==> src/design/rcd_pkg.sv <==
`timescale 1ns / 1ps

package rcd_pkg;

  localparam logic [1:0] OP_BYTE   = 2'd0;
  localparam logic [1:0] OP_RESYNC = 2'd1;
  localparam logic [1:0] OP_TICK   = 2'd2;

  localparam logic [7:0]  SYNC_FIRST      = 8'hFF;
  localparam logic [7:0]  SYNC_SECOND     = 8'hFE;
  localparam int unsigned PAYLOAD_LEN     = 10;
  localparam int unsigned POS_W           = 4;
  localparam logic [15:0] TIMEOUT_RESET   = 16'd100;
  localparam logic [15:0] AGE_MAX         = 16'hFFFF;
  localparam int unsigned QUEUE_DEPTH     = 2;
  localparam int unsigned QUEUE_PTR_W     = 1;
  localparam int unsigned QUEUE_CNT_W     = 2;

  typedef struct packed {
    logic [1:0] opcode;
    logic [7:0] data_byte;
  } in_item_t;

  typedef struct packed {
    logic               frame_done;
    logic               checksum_ok;
    logic signed [15:0] roll_cmd;
    logic signed [15:0] pitch_cmd;
    logic signed [15:0] yaw_cmd;
    logic signed [15:0] aux_cmd;
    logic [7:0]         throttle_cmd;
    logic [7:0]         button_bits;
    logic               link_valid;
  } out_item_t;

  typedef enum logic [1:0] {
    CMD_BYTE   = 2'd0,
    CMD_RESYNC = 2'd1,
    CMD_TICK   = 2'd2,
    CMD_NOP    = 2'd3
  } cmd_kind_t;

  // decoded request handed from the front to the back
  typedef struct packed {
    cmd_kind_t  kind;
    logic [7:0] data;
    logic       is_sync1;
    logic       is_sync2;
  } cmd_t;

  typedef enum logic [2:0] {
    PH_SYNC1   = 3'b001,
    PH_SYNC2   = 3'b010,
    PH_COLLECT = 3'b100
  } phase_t;

endpackage

==> src/design/rcd_front.sv <==
`timescale 1ns / 1ps

module rcd_front (
  input  logic             push,
  output logic             full,
  input  rcd_pkg::in_item_t in_item,
  input  logic             q_full,
  output logic             q_push,
  output rcd_pkg::cmd_t    q_cmd
);

  assign full   = q_full;
  assign q_push = push & ~q_full;

  always_comb begin
    q_cmd.data     = in_item.data_byte;
    q_cmd.is_sync1 = (in_item.data_byte == rcd_pkg::SYNC_FIRST);
    q_cmd.is_sync2 = (in_item.data_byte == rcd_pkg::SYNC_SECOND);
    unique case (in_item.opcode)
      rcd_pkg::OP_BYTE:   q_cmd.kind = rcd_pkg::CMD_BYTE;
      rcd_pkg::OP_RESYNC: q_cmd.kind = rcd_pkg::CMD_RESYNC;
      rcd_pkg::OP_TICK:   q_cmd.kind = rcd_pkg::CMD_TICK;
      default:            q_cmd.kind = rcd_pkg::CMD_NOP;
    endcase
  end

endmodule

==> src/design/rcd_cmd_queue.sv <==
`timescale 1ns / 1ps

module rcd_cmd_queue (
  input  logic          clk,
  input  logic          rst_n,
  input  logic          wr_en,
  input  rcd_pkg::cmd_t wr_cmd,
  output logic          q_full,
  input  logic          rd_en,
  output logic          q_empty,
  output rcd_pkg::cmd_t rd_cmd
);

  rcd_pkg::cmd_t                     mem_r [rcd_pkg::QUEUE_DEPTH];
  logic [rcd_pkg::QUEUE_PTR_W-1:0]   wr_ptr_r, wr_ptr_nxt;
  logic [rcd_pkg::QUEUE_PTR_W-1:0]   rd_ptr_r, rd_ptr_nxt;
  logic [rcd_pkg::QUEUE_CNT_W-1:0]   count_r, count_nxt;

  assign q_full  = (count_r == rcd_pkg::QUEUE_CNT_W'(rcd_pkg::QUEUE_DEPTH));
  assign q_empty = (count_r == '0);
  assign rd_cmd  = mem_r[rd_ptr_r];

  always_comb begin
    wr_ptr_nxt = wr_ptr_r + 1'b1;
    rd_ptr_nxt = rd_ptr_r + 1'b1;
    count_nxt  = count_r;
    if (wr_en && !rd_en) begin
      count_nxt = count_r + 1'b1;
    end else if (!wr_en && rd_en) begin
      count_nxt = count_r - 1'b1;
    end
  end

  always_ff @(posedge clk) begin
    if (!rst_n) begin
      wr_ptr_r <= '0;
      rd_ptr_r <= '0;
      count_r  <= '0;
    end else begin
      if (wr_en) begin
        wr_ptr_r <= wr_ptr_nxt;
      end
      if (rd_en) begin
        rd_ptr_r <= rd_ptr_nxt;
      end
      count_r <= count_nxt;
    end
  end

  always_ff @(posedge clk) begin
    if (wr_en) begin
      mem_r[wr_ptr_r] <= wr_cmd;
    end
  end

endmodule

==> src/design/rcd_back.sv <==
`timescale 1ns / 1ps

module rcd_back (
  input  logic               clk,
  input  logic               rst_n,
  input  logic               cfg_wr_en,
  input  logic [15:0]        cfg_wr_data,
  input  logic               q_empty,
  input  rcd_pkg::cmd_t      q_cmd,
  output logic               q_pop,
  output logic               empty,
  input  logic               pop,
  output rcd_pkg::out_item_t out_item
);

  logic [15:0]               timeout_r;
  rcd_pkg::phase_t           phase_r, phase_nxt;
  logic [rcd_pkg::POS_W-1:0] pos_r, pos_nxt;
  logic [7:0]                xor_r, xor_nxt;
  logic [7:0]                store_r [rcd_pkg::PAYLOAD_LEN];
  logic                      store_we;
  logic [15:0]               sticks_r [4];
  logic [15:0]               sticks_nxt [4];
  logic [7:0]                throttle_r, throttle_nxt;
  logic [7:0]                buttons_r, buttons_nxt;
  logic [15:0]               age_r, age_nxt;
  logic                      done, ok;
  rcd_pkg::out_item_t        res;

  // result queue
  rcd_pkg::out_item_t              res_mem_r [rcd_pkg::QUEUE_DEPTH];
  logic [rcd_pkg::QUEUE_PTR_W-1:0] res_wr_ptr_r, res_rd_ptr_r;
  logic [rcd_pkg::QUEUE_CNT_W-1:0] res_cnt_r, res_cnt_nxt;
  logic                            res_full, res_pop;

  assign res_full = (res_cnt_r == rcd_pkg::QUEUE_CNT_W'(rcd_pkg::QUEUE_DEPTH));
  assign empty    = (res_cnt_r == '0);
  assign res_pop  = pop & ~empty;
  assign out_item = res_mem_r[res_rd_ptr_r];
  // a slot freed by this cycle's pop may be refilled at once
  assign q_pop    = ~q_empty & (~res_full | res_pop);

  always_comb begin
    phase_nxt    = phase_r;
    pos_nxt      = pos_r;
    xor_nxt      = xor_r;
    store_we     = 1'b0;
    sticks_nxt   = sticks_r;
    throttle_nxt = throttle_r;
    buttons_nxt  = buttons_r;
    age_nxt      = age_r;
    done         = 1'b0;
    ok           = 1'b0;
    if (q_pop) begin
      unique case (q_cmd.kind)
        rcd_pkg::CMD_BYTE: begin
          unique case (phase_r)
            rcd_pkg::PH_COLLECT: begin
              if (pos_r < rcd_pkg::POS_W'(rcd_pkg::PAYLOAD_LEN)) begin
                store_we = 1'b1;
                xor_nxt  = xor_r ^ q_cmd.data;
                pos_nxt  = pos_r + 1'b1;
              end else begin
                done = 1'b1;
                if (xor_r == q_cmd.data) begin
                  ok = 1'b1;
                  for (int k = 0; k < 4; k++) begin
                    sticks_nxt[k] = {store_r[2*k+1], store_r[2*k]};
                  end
                  throttle_nxt = store_r[8];
                  buttons_nxt  = store_r[9];
                  age_nxt      = '0;
                end
                phase_nxt = rcd_pkg::PH_SYNC1;
                pos_nxt   = '0;
                xor_nxt   = '0;
              end
            end
            rcd_pkg::PH_SYNC2: begin
              if (q_cmd.is_sync2) begin
                phase_nxt = rcd_pkg::PH_COLLECT;
                pos_nxt   = '0;
                xor_nxt   = '0;
              end else if (!q_cmd.is_sync1) begin
                phase_nxt = rcd_pkg::PH_SYNC1;
                pos_nxt   = '0;
                xor_nxt   = '0;
              end
            end
            default: begin
              if (q_cmd.is_sync1) begin
                phase_nxt = rcd_pkg::PH_SYNC2;
              end else begin
                phase_nxt = rcd_pkg::PH_SYNC1;
                pos_nxt   = '0;
                xor_nxt   = '0;
              end
            end
          endcase
        end
        rcd_pkg::CMD_RESYNC: begin
          phase_nxt = rcd_pkg::PH_SYNC1;
          pos_nxt   = '0;
          xor_nxt   = '0;
        end
        rcd_pkg::CMD_TICK: begin
          if (age_r != rcd_pkg::AGE_MAX) begin
            age_nxt = age_r + 1'b1;
          end
        end
        default: ;
      endcase
    end
  end

  always_comb begin
    res.frame_done   = done;
    res.checksum_ok  = ok;
    res.roll_cmd     = sticks_nxt[0];
    res.pitch_cmd    = sticks_nxt[1];
    res.yaw_cmd      = sticks_nxt[2];
    res.aux_cmd      = sticks_nxt[3];
    res.throttle_cmd = throttle_nxt;
    res.button_bits  = buttons_nxt;
    res.link_valid   = (age_nxt < timeout_r);
  end

  always_comb begin
    res_cnt_nxt = res_cnt_r;
    if (q_pop && !res_pop) begin
      res_cnt_nxt = res_cnt_r + 1'b1;
    end else if (!q_pop && res_pop) begin
      res_cnt_nxt = res_cnt_r - 1'b1;
    end
  end

  always_ff @(posedge clk) begin
    if (!rst_n) begin
      timeout_r    <= rcd_pkg::TIMEOUT_RESET;
      phase_r      <= rcd_pkg::PH_SYNC1;
      pos_r        <= '0;
      xor_r        <= '0;
      for (int k = 0; k < 4; k++) begin
        sticks_r[k] <= '0;
      end
      throttle_r   <= '0;
      buttons_r    <= '0;
      age_r        <= '0;
      res_wr_ptr_r <= '0;
      res_rd_ptr_r <= '0;
      res_cnt_r    <= '0;
    end else begin
      if (cfg_wr_en) begin
        timeout_r <= cfg_wr_data;
      end
      phase_r    <= phase_nxt;
      pos_r      <= pos_nxt;
      xor_r      <= xor_nxt;
      sticks_r   <= sticks_nxt;
      throttle_r <= throttle_nxt;
      buttons_r  <= buttons_nxt;
      age_r      <= age_nxt;
      if (q_pop) begin
        res_wr_ptr_r <= res_wr_ptr_r + 1'b1;
      end
      if (res_pop) begin
        res_rd_ptr_r <= res_rd_ptr_r + 1'b1;
      end
      res_cnt_r <= res_cnt_nxt;
    end
  end

  always_ff @(posedge clk) begin
    if (store_we) begin
      store_r[pos_r] <= q_cmd.data;
    end
    if (q_pop) begin
      res_mem_r[res_wr_ptr_r] <= res;
    end
  end

endmodule

==> src/design/rc_frame_deframer.sv <==
`timescale 1ns / 1ps
// a request accepted at an edge is written into the command queue; the back end executes it when
//   the result queue has room and registers its result there, from where it can be popped
// throughput: one request per cycle unless the result queue is full and not popped
// two-entry queues sit between front and back and in front of the result ports
// reset: synchronous active-low rst_n empties both queues, returns the parser to sync
//   search, clears held values and age, and loads the timeout with 100 ms

module rc_frame_deframer (
  input  logic               clk,
  input  logic               rst_n,
  input  logic               push,
  output logic               full,
  input  rcd_pkg::in_item_t  in_item,
  output logic               empty,
  input  logic               pop,
  output rcd_pkg::out_item_t out_item,
  input  logic               cfg_wr_en,
  input  logic [15:0]        cfg_wr_data
);

  logic          q_full, q_push, q_empty, q_pop;
  rcd_pkg::cmd_t q_wr_cmd, q_rd_cmd;

  rcd_front u_front (
    .push    (push),
    .full    (full),
    .in_item (in_item),
    .q_full  (q_full),
    .q_push  (q_push),
    .q_cmd   (q_wr_cmd)
  );

  rcd_cmd_queue u_queue (
    .clk     (clk),
    .rst_n   (rst_n),
    .wr_en   (q_push),
    .wr_cmd  (q_wr_cmd),
    .q_full  (q_full),
    .rd_en   (q_pop),
    .q_empty (q_empty),
    .rd_cmd  (q_rd_cmd)
  );

  rcd_back u_back (
    .clk         (clk),
    .rst_n       (rst_n),
    .cfg_wr_en   (cfg_wr_en),
    .cfg_wr_data (cfg_wr_data),
    .q_empty     (q_empty),
    .q_cmd       (q_rd_cmd),
    .q_pop       (q_pop),
    .empty       (empty),
    .pop         (pop),
    .out_item    (out_item)
  );

endmodule

==> config.mk <==
export PLATFORM = sky130hd
export DESIGN_NAME = rc_frame_deframer
export DESIGN_NICKNAME = d
export VERILOG_FILES = /design/src/design/rcd_pkg.sv /design/src/design/rcd_front.sv /design/src/design/rcd_cmd_queue.sv /design/src/design/rcd_back.sv /design/src/design/rc_frame_deframer.sv
export SDC_FILE = /design/constraint.sdc
export NUM_CORES = 1
export LEC_CHECK = 0
export BUFFER_PORTS_ARGS = -buffer_cell sky130_fd_sc_hd__buf_2
export CORE_AREA = 2 2 236 122
export CTS_CLUSTER_SIZE = 24
export DETAILED_ROUTE_END_ITERATION = 8
export DIE_AREA = 0 0 238 124
export GPL_ROUTABILITY_DRIVEN = 0
export PLACE_DENSITY = 0.78
export SLEW_MARGIN = 20
export SYNTH_ARGS = -nofsm -noshare
export SYNTH_HDL_FRONTEND = slang
export SYNTH_SLANG_ARGS = --single-unit
==> constraint.sdc <==
create_clock -name clk -period 8.7 [get_ports clk]
set_input_delay 0.87 -clock clk [delete_from_list [all_inputs] [get_ports clk]]
set_output_delay 0.87 -clock clk [all_outputs]
set_load 0.02 [all_outputs]
==> results of run 1 <==
==> cell families after synthesis <==
group,share of synthesized area
adders and majority gates,0.01699
and+or+nand+nor,0.1254
buffers and inverters,0.02826
xor gates and xnor gates,0.01027
AOI/OAI and AO/OA,0.07290
muxes,0.07645
DFF,0.6697
==> metal layers <==
layer | global-route usage | vias up | share of wire
met4 | 0.05000 | 0 | 0.013
met2 | 0.3403 | 387 | 0.43
met1 | 0.3445 | 4864 | 0.47
met3 | 0.05164 | 39 | 0.083
met5 | 0 | - | 0
li1 | - | 4692 | -
==> cells in the mapped netlist (14+ instances only) <==
library cell  number
edfxtp_1         270
nand2_1          217
dfxtp_1          137
mux2_2            85
nor2_1            69
a21oi_2           60
nand2_2           60
a21oi_1           42
clkbuf_1          38
inv_1             32
o21ai_0           25
mux2i_1           24
ha_1              22
nand3_1           16
nor3_1            15
or3_1             14
==> worst reg2reg max path: cells and delay by family, from the launching register on <==
| family | cells | cell delay, ps |
|---|---|---|
| muxes | 1 | 400 |
| and+or+nand+nor | 4 | 1620 |
| xor gates and xnor gates | 1 | 100 |
| AOI/OAI and AO/OA | 6 | 1290 |
| adders and majority gates | 1 | 330 |
| DFF | 1 | 930 |
==> through the flow <==
step	cell area [um2]	util	std cells
floorplan	16200	-	1256
finish	18170	0.6647	1753
global route	18170	0.6647	1753
detailed placement	17000	0.6220	1687
global placement	16990	0.6216	1687
CTS	18100	0.6623	1751
==> worst max-delay path by stage <==
| stage | cells after the start | slack, ps | to | startpoint |
|---|---|---|---|---|
| global route | 13 | 3560 | u_back.res_mem_r[0][0]$_DFFE_PP_ | flop |
| CTS | 13 | 3990 | u_back.res_mem_r[0][0]$_DFFE_PP_ | flop |
| floorplan | 3 | 3600 | u_back.res_mem_r[0][0]$_DFFE_PP_ | pop |
| finish | 13 | 3860 | u_back.res_mem_r[0][0]$_DFFE_PP_ | flop |
| detailed placement | 13 | 4040 | u_back.res_mem_r[0][0]$_DFFE_PP_ | flop |
| global placement | 13 | 4200 | u_back.res_mem_r[0][0]$_DFFE_PP_ | flop |
==> state kept, by name, summed over array words and instances, names as in the netlist, 16 cells and up, named ones only <==
| name | flops |
|---|---|
| u_back.res_mem_r | 166 |
| u_back.store_r | 80 |
| u_back.sticks_r | 64 |
| u_queue.mem_r | 24 |
| u_back.age_r | 16 |
| u_back.timeout_r | 16 |
==> power by group <==
group / switching, mW / internal, mW / leakage [nW]
registers: 0.107 / 2.41 / 3.64
logic: 0.865 / 0.435 / 2.71
clock network: 0.682 / 0.838 / 0.540
==> layout make-up <==
| type | instances | area, um2 | area share |
|---|---|---|---|
| Sequential cell | 407 | 10850 | 0.5975 |
| Multi-Input combinational cell | 762 | 4923 | 0.2710 |
| Clock buffer | 47 | 952.2 | 0.05241 |
| Timing Repair Buffer | 127 | 709.4 | 0.03905 |
| Tap cell | 360 | 450.4 | 0.02480 |
| Clock inverter | 17 | 150.1 | 0.008265 |
| Inverter | 33 | 126.4 | 0.006956 |
==> metrics.txt, run 1 <==
status finished, final reports clean; crit-path cells mux2i_1 -> xnor2_1 -> nor3_1 -> nand4_1 -> nand2_1 -> a31oi_1 -> ha_1 -> a41o_1 -> a211oi_1 -> o21ai_0 -> a21oi_1 -> nand3_1 -> o211ai_1; Resized cells post-CTS 0; most frequent cells in the layout edfxtp_1, nand2_1, dfxtp_1; Yosys Warn Count 0; initial antenna violation count 0; top cell type's share of synthesized area 0.5004; Max Fclk 0.2067 GHz; grt total ovfl 0; CP Data Required Time 9050 ps; 1st-iter DRT viols 924; Tcrit/Tclk final 0.5562; CP max stage delay about 930 ps; Worst-Skew Late Latency about 530 ps; Slew Viols, Final 0; Unique masters post-synth 54; vias per inst around 5.7; Area Growth Syn to Fin 12.12%; cell count of the worst reg-to-reg path 13; sequential fraction of the synthesis area 0.6697; Leakage about 7 nW; total negative slack 0 ps; Initial Util 0.5928; maximum clock insertion buffer count 3; Min-Delay Path Class reg -> reg; Avg Cell Area, Syn 12.90 um2; Setup WS post-layout just under 4000 ps; hold slack 461.8 ps; # setup viols final 0; crit path buf inv count 0; clock-pin slew on the worst setup and hold paths ~70 ps; CORE AREA between 20000 and 30000 um2; postcts setup bufs 0; Cell Rows 43; routed wire length ~34 mm; GR Util All Layers 0.2282; first-pass iteration count of the detailed router 5; Sink Count a little over 400; Post-synth EDFFs 270; Hold EP u_back.sticks_r[8]$_SDFF_PN0_; die width 238 um; H-tree levels 2; Critical Path End Type flop; share of layout cells above drive strength 1 0.2864; Hold Crit Start u_back.sticks_r[8]$_SDFF_PN0_; post-synth top area cell edfxtp_1; clock skew approximately 21 ps; Antenna Cells 0; Worst Max-Slew Pin Slew ~1000 ps; port bufs 115; RSZ-0062 raised after global routing no; Ports around 120; remaining antenna violation count after routing 0; Mapped Cells 1256; family with the most delay on the worst path simple AND/OR/NAND/NOR gates; total number of vias around 10000; startpoint types flop; DRC errors left 0; CTS tree done; number of max-cap violations 0; Synth area leaders edfxtp_1, dfxtp_1, mux2_2; crit path max-delay cell type dfxtp_1; post-DP HPWL approximately 21 mm; Synth Flop Type edfxtp_1; Mapped Area roughly 16000 um2; die area 29510 um2; vias in the first global route between 9000 and 10000; Worst Hold Depth 2; first-pass GRT wire length 51.67 mm; Placement Setup Slack 4036 ps; commonest non-fill, non-tap cell in the layout edfxtp_1; final hold vios 0; # fillers 1942; post-synthesis async set-or-reset flop share 0; Clock Tree Root clkbuf_16; Routed WL per cell between 15 and 20 um; RR Endpoint u_back.res_mem_r[0][0]$_DFFE_PP_; Yosys reg bits roughly 400; syn_nets 1309; die height roughly 120 um; minimum clock period about 4800 ps; Design Power roughly 5.3 mW; Power Dens Cells ~300 nW/um2; CP max FO 18; Arr. time, crit path 5190 ps; Num CTS Buffers 35; nets@finish approximately 1400; R2R setup slack approximately 3900 ps; slew margin rel. 0.3263; Peak VDD IR around 180 uV; Hold-fix buffers, CTS 0; WS Path Type reg -> reg; largest net degree at the start of global routing slightly above 80
Note: power is estimated with default switching activity, not from simulation.
==> run 2, diff against run 1 <==
- clock period: 8.7 -> 5 ns (I/O delays scaled with it)
==> run 2 against run 1 <==
  * Clock-buffer cell count grew 8
  * Setup slack got worse by 3500 ps
  * Sequential cell count is the same
  * Sequential power up 76%
  * Combinational power increased by 70%
  * Die area unchanged
  * Utilization is 0.13 points lower
  * Worst hold slack lost 280 ps
  * Routed wire length shrank 0.78%
  * Via count shrank 0.43%
  * Critical endpoint is now u_back.res_mem_r[1][0]$_DFFE_PP_
  * Largest cell class unchanged
  * Highest routed layer unchanged
==> metrics.txt, run 2 (synthesis gave the netlist of run 1 again) <==
die height 124 um; combinational share of power 0.237; Core Util, Final 0.6634; CP max FO 18; top flop regs u_back.res_mem_r x166, u_back.store_r x80, u_back.sticks_r x64; WS Path Type reg -> reg; crit path buf inv count 0; # setup viols final 0; number of max-cap violations 0; hold slack approximately 190 ps; CTS tree done; die width 238 um; Area Growth Syn to Fin 11.91%; Peak VDD IR around 420 uV; Ports about 120; Antenna Cells 0; RR Endpoint u_back.res_mem_r[1][0]$_DFFE_PP_; Tcrit/Tclk final 0.9296; most frequent cells in the layout edfxtp_1, nand2_1, dfxtp_1; R2R setup slack between 300 and 400 ps; clock-pin slew on the worst setup and hold paths around 60 ps; Power Dens Cells 513.8 nW/um2; Cell Rows 43; Min-Delay Path Class in -> reg; Top reg by flops u_back.res_mem_r; max reg flops about 170; Worst-Skew Late Latency about 530 ps; largest net degree at the start of global routing between 80 and 90; CP Data Required Time roughly 5400 ps; critical path's most frequent cell a21o_1; Layout Cells excl Fill between 1500 and 2000; die area 29510 um2; grt total ovfl 0; Num CTS Buffers 35; Setup crit end u_back.res_mem_r[1][0]$_DFFE_PP_; Resized cells post-CTS 0; minimum clock period ~4600 ps; Initial Util 0.5928; routed wire length around 33 mm; cell count of the worst reg-to-reg path 12; maximum clock insertion buffer count 3; commonest non-fill, non-tap cell in the layout edfxtp_1; final hold vios 0; nets@finish between 1000 and 1500; remaining antenna violation count after routing 0; Clock Tree Root clkbuf_16; postcts setup bufs 0; DRC errors left 0; total number of vias between 9000 and 10000; Placed Cells about 1700; GR Util All Layers 0.2298; share of layout cells above drive strength 1 0.2828; # fillers between 1500 and 2000; Hold-fix buffers, CTS 0; switching power total between 2 and 3 mW; first-pass GRT wire length just over 50 mm; post-DP HPWL ~21 mm; vias per inst between 5 and 6; vias in the first global route 9533; sw frac 0.3063; slew margin rel. 0.3301; CORE AREA ~27000 um2; Slew Viols, Final 0; initial antenna violation count 0; family with the most delay on the worst path compound AO/OA/AOI/OAI gates; crit-path cells mux2i_2 -> nand4_1 -> a21oi_1 -> a21oi_1 -> a31oi_1 -> ha_1 -> a21o_1 -> a21o_1 -> a21o_1 -> a211oi_1 -> nand3_1 -> o211ai_1; port bufs ~120; Leakage slightly below 7 nW; Worst Max-Slew Pin Slew 1005 ps; Int Power 6.462 mW; startpoint types flop; Sink Count 407; status finished, final reports clean; Arr. time, crit path around 5000 ps; crit path max-delay cell type dfxtp_1; H-tree levels 2; Worst Hold Depth 1; Routed WL per cell 19.06 um; clock skew between 15 and 20 ps; CP max stage delay a little under 1000 ps; 1st-iter DRT viols 950; total negative slack 0 ps; first-pass iteration count of the detailed router 7; Worst path depth 12; Max Fclk about 0.22 GHz; clock network fraction of total power 0.288; Seq pwr share 0.475; RSZ-0062 raised after global routing no; Critical Path End Type flop
-- run 2: cell count changes in the layout (fill, tap and decap cells not counted), sizes merged --
cell | before | now
clkinvlp | 1 | 0
clkinv | 12 | 5
buf | 127 | 128
clkbuf | 47 | 55
inv | 35 | 33
bufinv | 2 | 3
-- run 2: routing by layer --
layer	wire length, um	GRT usage	share of wire	vias up
met2	14500	0.3481	0.43	350
met3	2496	0.04654	0.075	52
met1	15930	0.3448	0.48	4852
met4	474	0.05273	0.014	0
met5	0	0	0	-
li1	-	-	-	4685
-- run 2: worst min-delay path by stage --
stage | from | to | slack [ps]
after global placement | u_back.sticks_r[5]$_SDFF_PN0_ | u_back.sticks_r[5]$_SDFF_PN0_ | 450
after floorplan | u_back.buttons_r[1]$_SDFF_PN0_ | u_back.buttons_r[1]$_SDFF_PN0_ | 440
after global routing | in_item[9] | u_queue.mem_r[1][11]$_DFFE_PP_ | 170
after CTS | in_item[9] | u_queue.mem_r[1][11]$_DFFE_PP_ | 160
after detailed placement | u_back.sticks_r[4]$_SDFF_PN0_ | u_back.sticks_r[4]$_SDFF_PN0_ | 450
final | in_item[9] | u_queue.mem_r[1][11]$_DFFE_PP_ | 190
-- run 2: final cells by class --
| type | count | area (um2) | share of cell area |
|---|---|---|---|
| Timing Repair Buffer | 128 | 673.1 | 0.03713 |
| Sequential cell | 407 | 10850 | 0.5987 |
| Inverter | 33 | 126.4 | 0.006970 |
| Clock buffer | 55 | 993.5 | 0.05479 |
| Clock inverter | 8 | 112.6 | 0.006211 |
| Multi-Input combinational cell | 762 | 4921 | 0.2714 |
| Tap cell | 360 | 450.4 | 0.02484 |
-- run 2: power groups by stage --
stage / Combinational [mW] / Sequential, mW / Clock, mW
floorplan: 1.55 / 4.41 / 0
global route: 2.37 / 4.47 / 2.85
finish: 2.21 / 4.43 / 2.68
global placement: 2.19 / 4.48 / 0
detailed placement: 2.21 / 4.50 / 0
CTS: 2.22 / 4.43 / 2.71
-- run 2: worst reg2reg max path: cells and delay by family, from the launching register on --
| family | cells | cell delay, ps |
|---|---|---|
| multiplexers | 1 | 460 |
| adder cells (fa/ha/maj) | 1 | 280 |
| AO/OA/AOI/OAI | 8 | 2100 |
| flip-flops | 1 | 970 |
| AND/OR/NAND/NOR | 2 | 680 |
-- run 2: through the flow --
stage	total power, mW	worst slack [ps]	area (um2)
2_1_floorplan	5.959	265.8	16200
3_3_place_gp	6.667	758.4	17010
3_5_place_dp	6.714	512.1	17020
4_1_cts	9.364	454.9	18120
5_1_grt	9.687	88.84	18130
6_report	9.315	351.9	18130
